===== config.mk =====
export PLATFORM = sky130hd
export DESIGN_NAME = stack_language_tokenizer
export DESIGN_NICKNAME = d
export VERILOG_FILES = /design/src/hw/rtl/slt_pkg.sv /design/src/hw/rtl/slt_word_close.sv /design/src/hw/rtl/slt_core.sv /design/src/hw/rtl/slt_tok_fifo.sv /design/src/hw/rtl/stack_language_tokenizer.sv
export VERILOG_INCLUDE_DIRS = /design/src /design/src/hw/rtl
export SDC_FILE = /design/constraint.sdc
export NUM_CORES = 2
export LEC_CHECK = 0
export BUFFER_PORTS_ARGS = -buffer_cell sky130_fd_sc_hd__buf_2
export CORE_UTILIZATION = 50
export CTS_CLUSTER_DIAMETER = 60
export CTS_CLUSTER_SIZE = 40
export DETAILED_ROUTE_END_ITERATION = 7
export PLACE_DENSITY_LB_ADDON = 0.08
export SETUP_SLACK_MARGIN = 0.3
export SLEW_MARGIN = 20
export SYNTH_ARGS = -nofsm -noshare
export SYNTH_HDL_FRONTEND = slang
export SYNTH_SLANG_ARGS = --single-unit

===== constraint.sdc =====
create_clock -name clk -period 15.5 [get_ports clk]
set_clock_uncertainty 0.15 [all_clocks]
set_input_delay 0.775 -clock clk [delete_from_list [all_inputs] [get_ports clk]]
set_output_delay 0.775 -clock clk [all_outputs]
set_load 0.05 [all_outputs]

===== src/hw/rtl/stack_language_tokenizer_defines.svh =====
// ---------------------------------------------------------------------------
// Stack language tokenizer assertion macros
// Concurrent check wrappers, compiled out for synthesis.
// ---------------------------------------------------------------------------
`ifndef STACK_LANGUAGE_TOKENIZER_DEFINES_SVH
`define STACK_LANGUAGE_TOKENIZER_DEFINES_SVH
`ifndef SYNTHESIS
// same-cycle implication, sampled on clk, off during rst
`define SLT_ASSERT_NOW(lbl, ante, cons) \
  lbl: assert property (@(posedge clk) disable iff (rst) (ante) |-> (cons)) \
    else $error("tokenizer check failed");
// next-cycle implication
`define SLT_ASSERT_NEXT(lbl, ante, cons) \
  lbl: assert property (@(posedge clk) disable iff (rst) (ante) |=> (cons)) \
    else $error("tokenizer check failed");
`else
`define SLT_ASSERT_NOW(lbl, ante, cons)
`define SLT_ASSERT_NEXT(lbl, ante, cons)
`endif
`endif


===== src/hw/rtl/slt_pkg.sv =====
// ---------------------------------------------------------------------------
// Tokenizer package
// Item types, token kind codes, keyword table and small helper functions.
// ---------------------------------------------------------------------------
package slt_pkg;

  localparam int COUNT_WIDTH       = 32;
  localparam int MAX_COMMENT_DEPTH = 255;
  localparam int DEPTH_W           = $clog2(MAX_COMMENT_DEPTH + 1);
  localparam int NUM_KW            = 21;
  localparam int HEAD_LEN          = 5;

  // result queue; depth must be a power of two
  localparam int FIFO_DEPTH = 4;
  localparam int FIFO_PTR_W = $clog2(FIFO_DEPTH);
  localparam int FIFO_CNT_W = FIFO_PTR_W + 1;

  // token kinds
  localparam logic [4:0] KIND_EOF  = 5'd0;
  localparam logic [4:0] KIND_INT  = 5'd1;
  localparam logic [4:0] KIND_NAME = 5'd2;
  localparam logic [4:0] KIND_SEP0 = 5'd3;
  localparam logic [4:0] KIND_KW0  = 5'd9;
  localparam logic [4:0] KIND_OVF  = 5'd30;

  localparam logic [7:0] CH_NUL   = 8'h00;
  localparam logic [7:0] CH_LF    = 8'h0A;
  localparam logic [7:0] CH_PLUS  = 8'h2B;
  localparam logic [7:0] CH_MINUS = 8'h2D;

  typedef struct packed {
    logic [7:0] ch;
    logic       is_end;
  } slt_in_t;

  typedef struct packed {
    logic [4:0]         kind;
    logic [31:0]        start_pos;
    logic [31:0]        start_line;
    logic [31:0]        start_col;
    logic [31:0]        tok_len;
    logic signed [63:0] int_value;
    logic               last_of_run;
  } slt_out_t;

  // first bytes of the current word, entry i is byte i
  typedef logic [HEAD_LEN-1:0][7:0] head_t;

  typedef struct packed {
    logic neg;
    logic dig;
    logic valid;
    logic ovf;
  } num_flags_t;

  // chars[4] is the first byte, unused bytes zero
  typedef struct packed {
    logic [2:0]      len;
    logic [4:0][7:0] chars;
  } kw_entry_t;

  typedef struct packed {
    logic                 emit;
    logic [4:0]           kind;
    logic [63:0]          value;
    logic [DEPTH_W-1:0]   depth_next;
  } slt_close_t;

  typedef struct packed {
    logic [1:0] n;
    slt_out_t   tok0;
    slt_out_t   tok1;
  } slt_push_t;

  typedef struct packed {
    logic                  room2;
    logic [FIFO_CNT_W-1:0] count;
  } slt_fifo_stat_t;

  typedef struct packed {
    logic       hit;
    logic [2:0] code;
  } sep_hit_t;

  localparam kw_entry_t OPEN_WORD  = '{len: 3'd2, chars: {"/*", 24'h0}};
  localparam kw_entry_t CLOSE_WORD = '{len: 3'd2, chars: {"*/", 24'h0}};

  localparam kw_entry_t KW_TABLE [NUM_KW] = '{
    '{len: 3'd1, chars: {"+",     32'h0}},
    '{len: 3'd1, chars: {"-",     32'h0}},
    '{len: 3'd1, chars: {"*",     32'h0}},
    '{len: 3'd1, chars: {"/",     32'h0}},
    '{len: 3'd1, chars: {"%",     32'h0}},
    '{len: 3'd2, chars: {"==",    24'h0}},
    '{len: 3'd2, chars: {"!=",    24'h0}},
    '{len: 3'd1, chars: {"<",     32'h0}},
    '{len: 3'd1, chars: {">",     32'h0}},
    '{len: 3'd2, chars: {"<=",    24'h0}},
    '{len: 3'd2, chars: {">=",    24'h0}},
    '{len: 3'd1, chars: {"!",     32'h0}},
    '{len: 3'd5, chars: "print"},
    '{len: 3'd2, chars: {"<-",    24'h0}},
    '{len: 3'd2, chars: {"->",    24'h0}},
    '{len: 3'd2, chars: {"if",    24'h0}},
    '{len: 3'd4, chars: {"else",   8'h0}},
    '{len: 3'd5, chars: "while"},
    '{len: 3'd3, chars: {"dup",   16'h0}},
    '{len: 3'd4, chars: {"drop",   8'h0}},
    '{len: 3'd5, chars: "const"}
  };

  function automatic logic [COUNT_WIDTH-1:0] sat_inc(logic [COUNT_WIDTH-1:0] v);
    return (&v) ? v : v + COUNT_WIDTH'(1);
  endfunction

  function automatic logic [31:0] sat32(logic [COUNT_WIDTH-1:0] v);
    logic [63:0] w;
    w = 64'(v);
    return (w > 64'h0000_0000_FFFF_FFFF) ? 32'hFFFF_FFFF : w[31:0];
  endfunction

  function automatic logic word_is(head_t h, logic [COUNT_WIDTH-1:0] len,
                                   kw_entry_t k);
    logic hit;
    hit = (len == COUNT_WIDTH'(k.len));
    for (int i = 0; i < HEAD_LEN; i++) begin
      if (3'(i) < k.len && h[i] != k.chars[3'(HEAD_LEN - 1 - i)]) begin
        hit = 1'b0;
      end
    end
    return hit;
  endfunction

  function automatic logic is_space(logic [7:0] c);
    return (c == 8'h20) || (c inside {[8'h09:8'h0D]});
  endfunction

  function automatic sep_hit_t sep_lookup(logic [7:0] c);
    sep_hit_t r;
    r = '{hit: 1'b1, code: 3'd0};
    case (c)
      8'h7B:   r.code = 3'd0;   // {
      8'h7D:   r.code = 3'd1;   // }
      8'h28:   r.code = 3'd2;   // (
      8'h29:   r.code = 3'd3;   // )
      8'h40:   r.code = 3'd4;   // @
      8'h5E:   r.code = 3'd5;   // ^
      default: r.hit  = 1'b0;
    endcase
    return r;
  endfunction

endpackage


===== src/hw/rtl/slt_word_close.sv =====
// ---------------------------------------------------------------------------
// Word close logic
// Classifies the pending word and works out the comment depth after it.
// ---------------------------------------------------------------------------
module slt_word_close (
  input  logic [slt_pkg::COUNT_WIDTH-1:0] word_len,
  input  slt_pkg::head_t                  head,
  input  slt_pkg::num_flags_t             flags,
  input  logic [63:0]                     accum,
  input  logic [slt_pkg::DEPTH_W-1:0]     depth,
  output slt_pkg::slt_close_t             info
);

  logic       has_word;
  logic       is_open;
  logic       is_close;
  logic       kw_hit;
  logic [4:0] kw_idx;

  always_comb begin
    kw_hit = 1'b0;
    kw_idx = '0;
    for (int i = 0; i < slt_pkg::NUM_KW; i++) begin
      if (!kw_hit && slt_pkg::word_is(head, word_len, slt_pkg::KW_TABLE[i])) begin
        kw_hit = 1'b1;
        kw_idx = 5'(i);
      end
    end
  end

  always_comb begin
    has_word = (word_len != '0);
    is_open  = slt_pkg::word_is(head, word_len, slt_pkg::OPEN_WORD);
    is_close = slt_pkg::word_is(head, word_len, slt_pkg::CLOSE_WORD);

    info.emit       = has_word && (depth == '0) && !is_open;
    info.kind       = slt_pkg::KIND_NAME;
    info.value      = '0;
    info.depth_next = depth;

    if (flags.ovf) begin
      info.kind = slt_pkg::KIND_OVF;
    end else if (flags.valid && flags.dig) begin
      info.kind  = slt_pkg::KIND_INT;
      info.value = flags.neg ? (64'd0 - accum) : accum;
    end else if (kw_hit) begin
      info.kind = slt_pkg::KIND_KW0 + kw_idx;
    end

    if (has_word) begin
      if (depth != '0) begin
        // nested comment: opener counts up (saturating), closer counts down
        if (is_open) begin
          if (depth < slt_pkg::DEPTH_W'(slt_pkg::MAX_COMMENT_DEPTH)) begin
            info.depth_next = depth + slt_pkg::DEPTH_W'(1);
          end
        end else if (is_close) begin
          info.depth_next = depth - slt_pkg::DEPTH_W'(1);
        end
      end else if (is_open) begin
        info.depth_next = slt_pkg::DEPTH_W'(1);
      end
    end
  end

endmodule


===== src/hw/rtl/slt_core.sv =====
// ---------------------------------------------------------------------------
// Tokenizer core
// Scanner state and per-byte update; builds up to two tokens per item.
// ---------------------------------------------------------------------------
module slt_core (
  input  logic               clk,
  input  logic               rst,
  input  logic               fire,
  input  slt_pkg::slt_in_t   item,
  output slt_pkg::slt_push_t push
);

  localparam int CW = slt_pkg::COUNT_WIDTH;

  logic [CW-1:0]                pos, pos_next;
  logic [CW-1:0]                line, line_next;
  logic [CW-1:0]                col, col_next;
  logic [CW-1:0]                wsp, wsp_next;
  logic [CW-1:0]                wsl, wsl_next;
  logic [CW-1:0]                wsc, wsc_next;
  logic [CW-1:0]                word_len, word_len_next;
  slt_pkg::head_t               head, head_next;
  logic [63:0]                  accum, accum_next;
  slt_pkg::num_flags_t          flags, flags_next;
  logic [slt_pkg::DEPTH_W-1:0]  depth, depth_next;
  logic                         ended, ended_next;

  slt_pkg::slt_close_t wi;
  slt_pkg::sep_hit_t   sep;
  slt_pkg::slt_out_t   word_tok, second;
  slt_pkg::num_flags_t fl_b;
  logic [63:0]         acc_b;
  logic [67:0]         prod;
  logic [67:0]         lim;
  logic                at_end, first, digit, sign, close_now, has_second, emit_word;
  logic [1:0]          n;

  slt_word_close u_close (
    .word_len (word_len),
    .head     (head),
    .flags    (flags),
    .accum    (accum),
    .depth    (depth),
    .info     (wi)
  );

  always_comb begin
    pos_next      = pos;
    line_next     = line;
    col_next      = col;
    wsp_next      = wsp;
    wsl_next      = wsl;
    wsc_next      = wsc;
    word_len_next = word_len;
    head_next     = head;
    accum_next    = accum;
    flags_next    = flags;
    depth_next    = depth;
    ended_next    = ended;
    has_second    = 1'b0;
    second        = '0;
    close_now     = 1'b1;

    at_end = item.is_end || (item.ch == slt_pkg::CH_NUL);
    sep    = slt_pkg::sep_lookup(item.ch);
    digit  = (item.ch >= 8'h30) && (item.ch <= 8'h39);
    sign   = (item.ch == slt_pkg::CH_PLUS) || (item.ch == slt_pkg::CH_MINUS);
    first  = (word_len == '0);

    // number tracking for a byte that joins the word
    fl_b  = flags;
    acc_b = accum;
    if (first) begin
      acc_b = '0;
      fl_b  = '0;
      if (sign) begin
        fl_b.valid = 1'b1;
        fl_b.neg   = (item.ch == slt_pkg::CH_MINUS);
      end else if (digit) begin
        fl_b.valid = 1'b1;
      end
    end else if (!digit) begin
      fl_b.valid = 1'b0;
    end
    prod = ({4'b0, acc_b} << 3) + ({4'b0, acc_b} << 1) + 68'(item.ch[3:0]);
    // magnitude limit: 2^63 for a negative word, 2^63 - 1 otherwise
    lim  = fl_b.neg ? {4'b0, 1'b1, 63'b0} : {5'b0, {63{1'b1}}};

    word_tok = '{kind:        wi.kind,
                 start_pos:   slt_pkg::sat32(wsp),
                 start_line:  slt_pkg::sat32(wsl),
                 start_col:   slt_pkg::sat32(wsc),
                 tok_len:     slt_pkg::sat32(word_len),
                 int_value:   wi.value,
                 last_of_run: 1'b0};

    if (ended || at_end) begin
      has_second    = 1'b1;
      second        = '{kind:        slt_pkg::KIND_EOF,
                        start_pos:   slt_pkg::sat32(pos),
                        start_line:  slt_pkg::sat32(line),
                        start_col:   slt_pkg::sat32(col),
                        tok_len:     32'd0,
                        int_value:   64'sd0,
                        last_of_run: 1'b0};
      word_len_next = '0;
      depth_next    = '0;
      ended_next    = 1'b1;
    end else begin
      pos_next = slt_pkg::sat_inc(pos);
      if (item.ch == slt_pkg::CH_LF) begin
        line_next = slt_pkg::sat_inc(line);
        col_next  = CW'(1);
      end else begin
        col_next = slt_pkg::sat_inc(col);
      end

      if (slt_pkg::is_space(item.ch)) begin
        word_len_next = '0;
        depth_next    = wi.depth_next;
      end else if (sep.hit) begin
        word_len_next = '0;
        depth_next    = wi.depth_next;
        if (wi.depth_next == '0) begin
          has_second = 1'b1;
          second     = '{kind:        slt_pkg::KIND_SEP0 + 5'(sep.code),
                         start_pos:   slt_pkg::sat32(pos),
                         start_line:  slt_pkg::sat32(line),
                         start_col:   slt_pkg::sat32(col),
                         tok_len:     32'd1,
                         int_value:   64'sd0,
                         last_of_run: 1'b0};
        end
      end else begin
        close_now = 1'b0;
        if (first) begin
          wsp_next = pos;
          wsl_next = line;
          wsc_next = col;
        end
        flags_next = fl_b;
        accum_next = acc_b;
        if (digit && fl_b.valid && !fl_b.ovf) begin
          flags_next.dig = 1'b1;
          if (prod > lim) begin
            flags_next.ovf = 1'b1;
          end else begin
            accum_next = prod[63:0];
          end
        end
        if (word_len < CW'(slt_pkg::HEAD_LEN)) begin
          head_next[word_len[2:0]] = item.ch;
        end
        word_len_next = slt_pkg::sat_inc(word_len);
      end
    end

    emit_word = wi.emit && close_now;
    n         = {1'b0, emit_word} + {1'b0, has_second};

    push.n                = fire ? n : 2'd0;
    push.tok0             = emit_word ? word_tok : second;
    push.tok0.last_of_run = (n == 2'd1);
    push.tok1             = second;
    push.tok1.last_of_run = 1'b1;
  end

  always_ff @(posedge clk) begin
    if (rst) begin
      pos      <= '0;
      line     <= CW'(1);
      col      <= CW'(1);
      wsp      <= '0;
      wsl      <= CW'(1);
      wsc      <= CW'(1);
      word_len <= '0;
      accum    <= '0;
      flags    <= '0;
      depth    <= '0;
      ended    <= 1'b0;
    end else if (fire) begin
      pos      <= pos_next;
      line     <= line_next;
      col      <= col_next;
      wsp      <= wsp_next;
      wsl      <= wsl_next;
      wsc      <= wsc_next;
      word_len <= word_len_next;
      accum    <= accum_next;
      flags    <= flags_next;
      depth    <= depth_next;
      ended    <= ended_next;
    end
  end

  // word bytes: only entries below word_len are ever read
  always_ff @(posedge clk) begin
    if (fire) begin
      head <= head_next;
    end
  end

endmodule


===== src/hw/rtl/slt_tok_fifo.sv =====
// ---------------------------------------------------------------------------
// Token queue
// Small register queue; takes up to two tokens a cycle, gives one while tok_ready is high.
// ---------------------------------------------------------------------------
module slt_tok_fifo (
  input  logic                    clk,
  input  logic                    rst,
  input  slt_pkg::slt_push_t      push,
  output logic                    tok_valid,
  input  logic                    tok_ready,
  output slt_pkg::slt_out_t       tok,
  output slt_pkg::slt_fifo_stat_t stat
);

  localparam int PW = slt_pkg::FIFO_PTR_W;
  localparam int NW = slt_pkg::FIFO_CNT_W;

  slt_pkg::slt_out_t mem [slt_pkg::FIFO_DEPTH];
  logic [PW-1:0]     wr_ptr, rd_ptr;
  logic [NW-1:0]     count;
  logic              pop;

  assign tok_valid  = (count != '0);
  assign tok        = mem[rd_ptr];
  assign pop        = tok_valid && tok_ready;
  assign stat.count = count;
  assign stat.room2 = (count <= NW'(slt_pkg::FIFO_DEPTH - 2));

  always_ff @(posedge clk) begin
    if (rst) begin
      wr_ptr <= '0;
      rd_ptr <= '0;
      count  <= '0;
    end else begin
      wr_ptr <= wr_ptr + PW'(push.n);
      rd_ptr <= rd_ptr + PW'(pop);
      count  <= count + NW'(push.n) - NW'(pop);
    end
  end

  always_ff @(posedge clk) begin
    if (push.n != 2'd0) begin
      mem[wr_ptr] <= push.tok0;
    end
    if (push.n == 2'd2) begin
      mem[wr_ptr + PW'(1)] <= push.tok1;
    end
  end

endmodule


===== src/hw/rtl/stack_language_tokenizer.sv =====
// Flow: an accepted item waits in the input register until the queue has room for two
//   tokens; it is then scanned, and its tokens are queued; the queue head drives tok.
// Throughput: one source byte per cycle while tokens drain; an item that closes a
//   word and emits a separator or end-of-file gives two tokens, one per ready cycle.
// Reset (rst, synchronous): location back to line 1 column 1, no pending word,
//   comment depth zero, token queue empty.
`include "stack_language_tokenizer_defines.svh"
// ---------------------------------------------------------------------------
// Stack language tokenizer
// Streams source bytes in and tokens out, with nested comments and locations.
// ---------------------------------------------------------------------------
module stack_language_tokenizer (
  input  logic              clk,
  input  logic              rst,
  input  logic              src_valid,
  output logic              src_ready,
  input  slt_pkg::slt_in_t  src,
  output logic              tok_valid,
  input  logic              tok_ready,
  output slt_pkg::slt_out_t tok
);

  // Input register: holds one byte until the core can take it. The core
  // consumes it only when the queue has room for two tokens, the most that
  // a single byte can produce, so no token is ever dropped.
  logic                    stg_valid;
  slt_pkg::slt_in_t        stg_item;
  logic                    stg_fire;
  slt_pkg::slt_push_t      push;
  slt_pkg::slt_fifo_stat_t fstat;

  assign stg_fire  = stg_valid && fstat.room2;
  // new byte is taken whenever the register is empty or is being drained
  assign src_ready = !stg_valid || stg_fire;

  always_ff @(posedge clk) begin
    if (rst) begin
      stg_valid <= 1'b0;
    end else if (src_ready) begin
      stg_valid <= src_valid;
    end
  end

  always_ff @(posedge clk) begin
    if (src_valid && src_ready) begin
      stg_item <= src;
    end
  end

  // Scanner: word assembly, number parsing, keyword lookup, comment nesting
  // and location counters all update in the cycle the byte is consumed.
  slt_core u_core (
    .clk  (clk),
    .rst  (rst),
    .fire (stg_fire),
    .item (stg_item),
    .push (push)
  );

  // Token queue decouples the scanner from a stalling consumer.
  slt_tok_fifo u_fifo (
    .clk       (clk),
    .rst       (rst),
    .push      (push),
    .tok_valid (tok_valid),
    .tok_ready (tok_ready),
    .tok       (tok),
    .stat      (fstat)
  );

  // queue never holds more than its depth
  `SLT_ASSERT_NOW(a_fifo_bound, 1'b1, fstat.count <= slt_pkg::FIFO_CNT_W'(slt_pkg::FIFO_DEPTH))
  // end-of-file is always the last token of its item
  `SLT_ASSERT_NOW(a_eof_last, tok_valid && tok.kind == slt_pkg::KIND_EOF, tok.last_of_run)
  // only integer tokens carry a value
  `SLT_ASSERT_NOW(a_value_zero, tok_valid && tok.kind != slt_pkg::KIND_INT, tok.int_value == 0)
  // a held byte is not lost while the queue lacks room for two tokens
  `SLT_ASSERT_NEXT(a_stage_hold, stg_valid && !stg_fire, stg_valid)

endmodule


==> Yosys cells after proc, flatten, opt, wreduce, memory -nomap -nowiden <==
Memory sizes are Yosys's and may differ from the RTL's. A register that Yosys moved wholly into a read port is not among the register bits.
Index checks and enable logic that the tools add are counted.
{ "word_totals": {"ramBits": 792, "n_memories": 1, "output_inout_bits": 200, "romBits": 0, "input_bits": 13, "latchBits": 0, "regBits": 358} }
{ "op_classes": {"n_lt_le_gt_ge": 10, "div_mod_pow": 0, "eq_ne": 43, "bitwise_logic": 5, "add_sub_neg": 17, "reduce_logical": 85, "muxes": 130, "shifts": 0, "mul": 0} }
{ "mem_list": {"columns": ["memory", "depth", "word_bits", "read_ports", "rd_ports_with_merged_regs", "wr", "line_no", "text"], "rows": [
  ["u_fifo.mem", 4, 198, 1, 1, 2, "slt_tok_fifo.sv:18", "slt_pkg::slt_out_t mem [slt_pkg::FIFO_DEPTH];"]
]} }
{ "op_table": {"columns": ["op", "count"], "rows": [
  ["$mux 198", 5],
  ["$mux 64", 7],
  ["$mux 32", 6],
  ["$ne 8x7->1 const B", 18],
  ["$add 32x1->32 const B", 4],
  ["$reduce_and 32->1", 4],
  ["$mux 8", 10],
  ["$mux 1", 74],
  ["$add 67x65->68", 1],
  ["$add 68x4->68", 1],
  ["$gt 68x68->1", 1],
  ["$eq 32x2->1 const B", 2],
  ["$eq 32x3->1 const B", 2],
  ["$sub 1x64->64 const A", 1],
  ["$mux 5", 9],
  ["$bwmux 40", 1],
  ["$eq 8x6->1 const B", 5],
  ["$ne 8x6->1 const B", 5],
  ["$eq 32x1->1 const B", 1],
  ["$eq 8x7->1 const B", 4],
  ["$logic_and 1x1->1", 32],
  ["$logic_not 32->1", 1],
  ["$lt 32x3->1 const B", 1],
  ["$reduce_bool 32->1", 1],
  ["41 further kinds", 94]
]} }

==> Depth between registers and ports, before layout <==
{ "logic_depth": {"depth_word": 68, "depth_mapped": 36} }

==> Cells and area by module <==
A second synthesis with hierarchy kept.
{ "unflattened": {"hier_cells": 5184, "hier_area_um2": 65246.3} }
{ "by_module_without_submodules": {"columns": ["module", "cells_each", "area_per_inst_um2", "seq_area_each_um2", "n_inst"], "rows": [
  ["slt_tok_fifo", 1962, 39032.4, 23922.9, 1],
  ["slt_core", 2755, 23057.1, 7226.9, 1],
  ["slt_word_close", 452, 2824.0, 0.0, 1],
  ["stack_language_tokenizer", 15, 332.8, 290.3, 1]
]} }

==> Worst setup path after synthesis <==
No wires, ideal clock.
{ "synth_path": {"path_type": "register to register", "start": "register u_core.word_len[24]", "end": "register u_core.accum[12]", "t_required_ps": 15233, "n_path_buf": 5, "path_stages_with_launch": 21, "synth_period_minus_slack_ps": 11538, "setup_slack_ps": 3962, "t_arrival_ps": 11271, "setup_time_ps": 117, "cell_sequence": "dfxtp_1 > clkbuf_1 > nor4_1 > nand4_2 > or3_1 > buf_2 > clkbuf_1 > o41ai_1 > ha_1 > a21oi_1 > nand2_1 > a221o_1 > or3_1 > a2111oi_0 > a211oi_1 > or4_4 > or2_0 > o21a_1 > buf_6 > buf_8 > a22o_1"} }
{ "synth_lines": {"columns": ["item", "line_no", "text"], "rows": [
  ["from (decl)", "slt_core.sv:21", "logic [CW-1:0] word_len, word_len_next;"],
  ["from (signal assigned)", "slt_core.sv:188", "word_len <= word_len_next;"],
  ["to (signal assigned)", "slt_core.sv:189", "accum <= accum_next;"],
  ["to (decl)", "slt_core.sv:23", "logic [63:0] accum, accum_next;"]
]} }

==> Final worst setup path <==
{ "layout_path": {"start": "register u_core.word_len[3]", "end": "register u_core.accum[7]"} }
{ "layout_via": {"elab_chain_cells": 7} }
{ "layout_lines": {"columns": ["item", "line_no", "text"], "rows": [
  ["$logic_not 32->1 (*)", "slt_core.sv:68", "first = (word_len == '0);"],
  ["$mux 64", "slt_core.sv:73", "if (first) begin"],
  ["$add 67x65->68", "slt_core.sv:85", "prod = ({4'b0, acc_b} << 3) + ({4'b0, acc_b} << 1) + 68'(item.ch[3:0]);"],
  ["$add 68x4->68", "slt_core.sv:85", null],
  ["$gt 68x68->1", "slt_core.sv:145", "if (prod > lim) begin"],
  ["$mux 64", "slt_core.sv:145", null],
  ["$mux 64 (*)", "slt_core.sv:143", "if (digit && fl_b.valid && !fl_b.ovf) begin"]
]} }
Every way passes the cells marked *; elsewhere a longest branch is shown, timed or not. The select of a mux whose other input is x is not followed.
A chain may end at the register's enable or synchronous reset.

==> results_dict.tcl <==
set metrics [dict create \
    status "completed" \
    period_share_pct 63.9 \
    finalCriticalPeriod_ns 9.90 \
    path_class "register to register" \
    port_buffers 212 \
    vdd_drop_max_mv 0.0900 \
    antenna_left 0 \
    via_count 41300 \
    placed_cells_incl_taps 6409 \
    fin_util_pct 55.3 \
    antenna_found_initial 6 \
    ys_seq_area_share_pct 48.9 \
    grt_pass1_vias 39400 \
    dieArea_mm2 0.113 \
    cts_tree "done" \
    rows 122 \
    power.density_mw_per_mm2 116 \
    synth_cells 5087 \
    drc 0 \
    timing.final.ws_setup_ns 5.60 \
    start_kind "register" \
    drtIter0Drc 3716 \
    postCtsSetupBuffers 0 \
    r2r_slack_ns 5.60 \
    nFillCells 9535 \
    die_w_um 336 \
    syn_area_per_cell_um2 11.0 \
    cts.htree.levels 3 \
    worst_ep_required_time_ns 15.93 \
    worstMarginPinSlew_ns 1.15 \
    synth-seq-cells 1142 \
    cp_slowest_stage_delay_ns 0.63 \
    setup-tns-final_ns 0 \
    slew_headroom_pct 23.1 \
    wl_per_cell_um 24.1 \
    end_kind "register" \
    final_nets 5247 \
    synth_nets 5313 \
    synth_cell_type_count 100 \
    worst_skew_pair.late_latency_ns 0.74 \
    cts.repair.resized 0 \
    hold_buffers 0 \
    routed_wl_mm 159 \
    ios 213 \
    synth_area_mm2 0.0559 \
    fmax_mhz 101 \
    drive_above_1_share_pct 14.3 \
    yosysMostFrequentCell "a22o_1" \
    crit_top_cell "nand4_1" \
    yosysWarningCount 0 \
    synth_edf_count 445 \
    final-hold-violation-count 0 \
    rsz0062_at_grt "false" \
    place_ws_ns 5.75 \
    vias_per_cell 6.26 \
    ys_top_cells_by_area "dfxtp_1, edfxtp_1, a22o_1" \
    crit_fanout 71 \
    yosysTopAreaCell "dfxtp_1" \
    grt_pass1_wl_mm 242 \
    die_height_um 336 \
    critPathArrivalTime_ns 10.33 \
    place_congestion 0.923 \
    hold_path.class "input port to register" \
    core_area_mm2 0.111 \
    overflow 0 \
    clock-sinks 1142 \
    final_max_slew_viol_count 0 \
    synthFlopType "dfxtp_1" \
    track_usage_pct 27.7 \
    area_growth_pct 9.52 \
    dp_hpwl_mm 97.3 \
    grt_max_degree 99 \
    clk_pin_slew_ns 0.10 \
    total_leakage_power_nw 22.4 \
    setup-violations-final 0 \
    clockRootBuffer "clkbuf_16" \
    synth_top_area_share_pct 25.0 \
    start_util_pct 50.5 \
    synthArstFlopShare_pct 0 \
    critPathBufInv 2 \
    maxCapViolCount 0 \
    crit_family "simple AND/OR/NAND/NOR gates" \
    clock_path_buffers 3 \
    cts_made_buffers 98 \
    drtPass1Iterations 6 \
    slowest_stage "o41ai_1" \
    diodes 0 \
    fin_cells 6595 \
    synthTopCellsByCount "a22o_1, dfxtp_1, nand2_1, edfxtp_1, clkbuf_1" \
]
[per-stage QoR]
step / total power, W / instance area (um2) / hold WS (ns)
after detailed placement: 0.00445 / 57500 / 0.287
final: 0.00709 / 61200 / 0.0776
after global placement: 0.00444 / 57500 / 0.279
after global routing: 0.00733 / 61200 / 0.0506
after floorplan: 0.00413 / 55900 / 0.270
after CTS: 0.00716 / 61200 / 0.0262
[state kept, by name, summed over array words and instances, names as in the netlist]
name and flops:
u_core.pos 32, u_core.wsl 32, u_core.head 32, u_fifo.count 3
u_core.line 32, u_fifo.wr_ptr 2, u_core.depth 8, u_fifo.mem 792
u_fifo.rd_ptr 2, u_core.accum 64, u_core.col 32, stg_valid 1
u_core.wsc 32, u_core.ended 1, stg_item 9, u_core.word_len 32
u_core.flags 4, u_core.wsp 32
[cells in the final DEF (no fill, tap or decap), types with 14 or more instances in the layout]
master     netlist  final
a211oi_1        14     14
a21o_1          43     43
a21oi_1        248    248
a22o_1         719    719
a31oi_1         21     21
and2_1          81     81
and3_1          31     31
and4_1          21     21
buf_2           37    211
buf_4           16     65
clkbuf_16        0     98
clkinv_8         0     17
dfxtp_1        697    694
edfxtp_1       445    445
ha_1           211    211
inv_1           57     53
inv_6            0     16
mux4_2         198    198
nand2_1        515    514
nand2b_1        30     30
nand3_1         89     89
nand4_1         73     73
nor2_1         274    262
nor2_4           1     17
nor2b_1         21     21
nor3_1          54     52
nor4_1          32     31
o21ai_0        201    201
o21ai_1         55     55
o31ai_1         21     21
or3_1           42     41
or4_1           15     15
xnor2_1         85     85
xor2_1         151    151
[power breakdown]
group	internal, W	leakage, nW	switching (W)	total [W]
clock network	0.00135	1.75	0.00138	0.00273
logic	0.000341	11.2	0.000814	0.00115
registers	0.00315	9.46	0.0000546	0.00321
total	0.00484	22.4	0.00225	0.00709
[metal layers]
metal	track usage (%)	share of wire, %	vias to the layer above
met3	3.66	6.8	183
met4	7.64	2.1	4
met1	39.7	45	20700
li1	-	-	19100
met5	0	0.016	-
met2	43.7	46	1317
[final timing paths]
kind                       from                end  depth (start not counted)
max          u_core.word_len[3]    u_core.accum[7]                         29
min                      src[1]        stg_item[1]                          1
max reg2reg  u_core.word_len[3]    u_core.accum[7]                         29
min reg2reg   u_fifo.mem[2][18]  u_fifo.mem[2][18]                          2
[final cells by class]
type	count	area (um2)	share of cell area, %
repair buffers	278	1580	2.58
clock inverters	83	1180	1.93
multi-input cells	3444	26500	43.4
inverters	57	231	0.378
flip-flops and latches	1142	27300	44.7
well taps	1488	1860	3.04
clock buffers	103	2470	4.04
[kinds of logic after synthesis]
logic type      count (synthesis)  synth area share, %
xor+xnor                      236                 3.70
compound gates               1436                 18.8
mux                           207                 8.15
fa+ha+maj                     213                 4.80
simple gates                 1352                 11.8
flops                        1142                 48.9
buf+inv                       501                 3.86
Power figures use the tool's default switching activity.
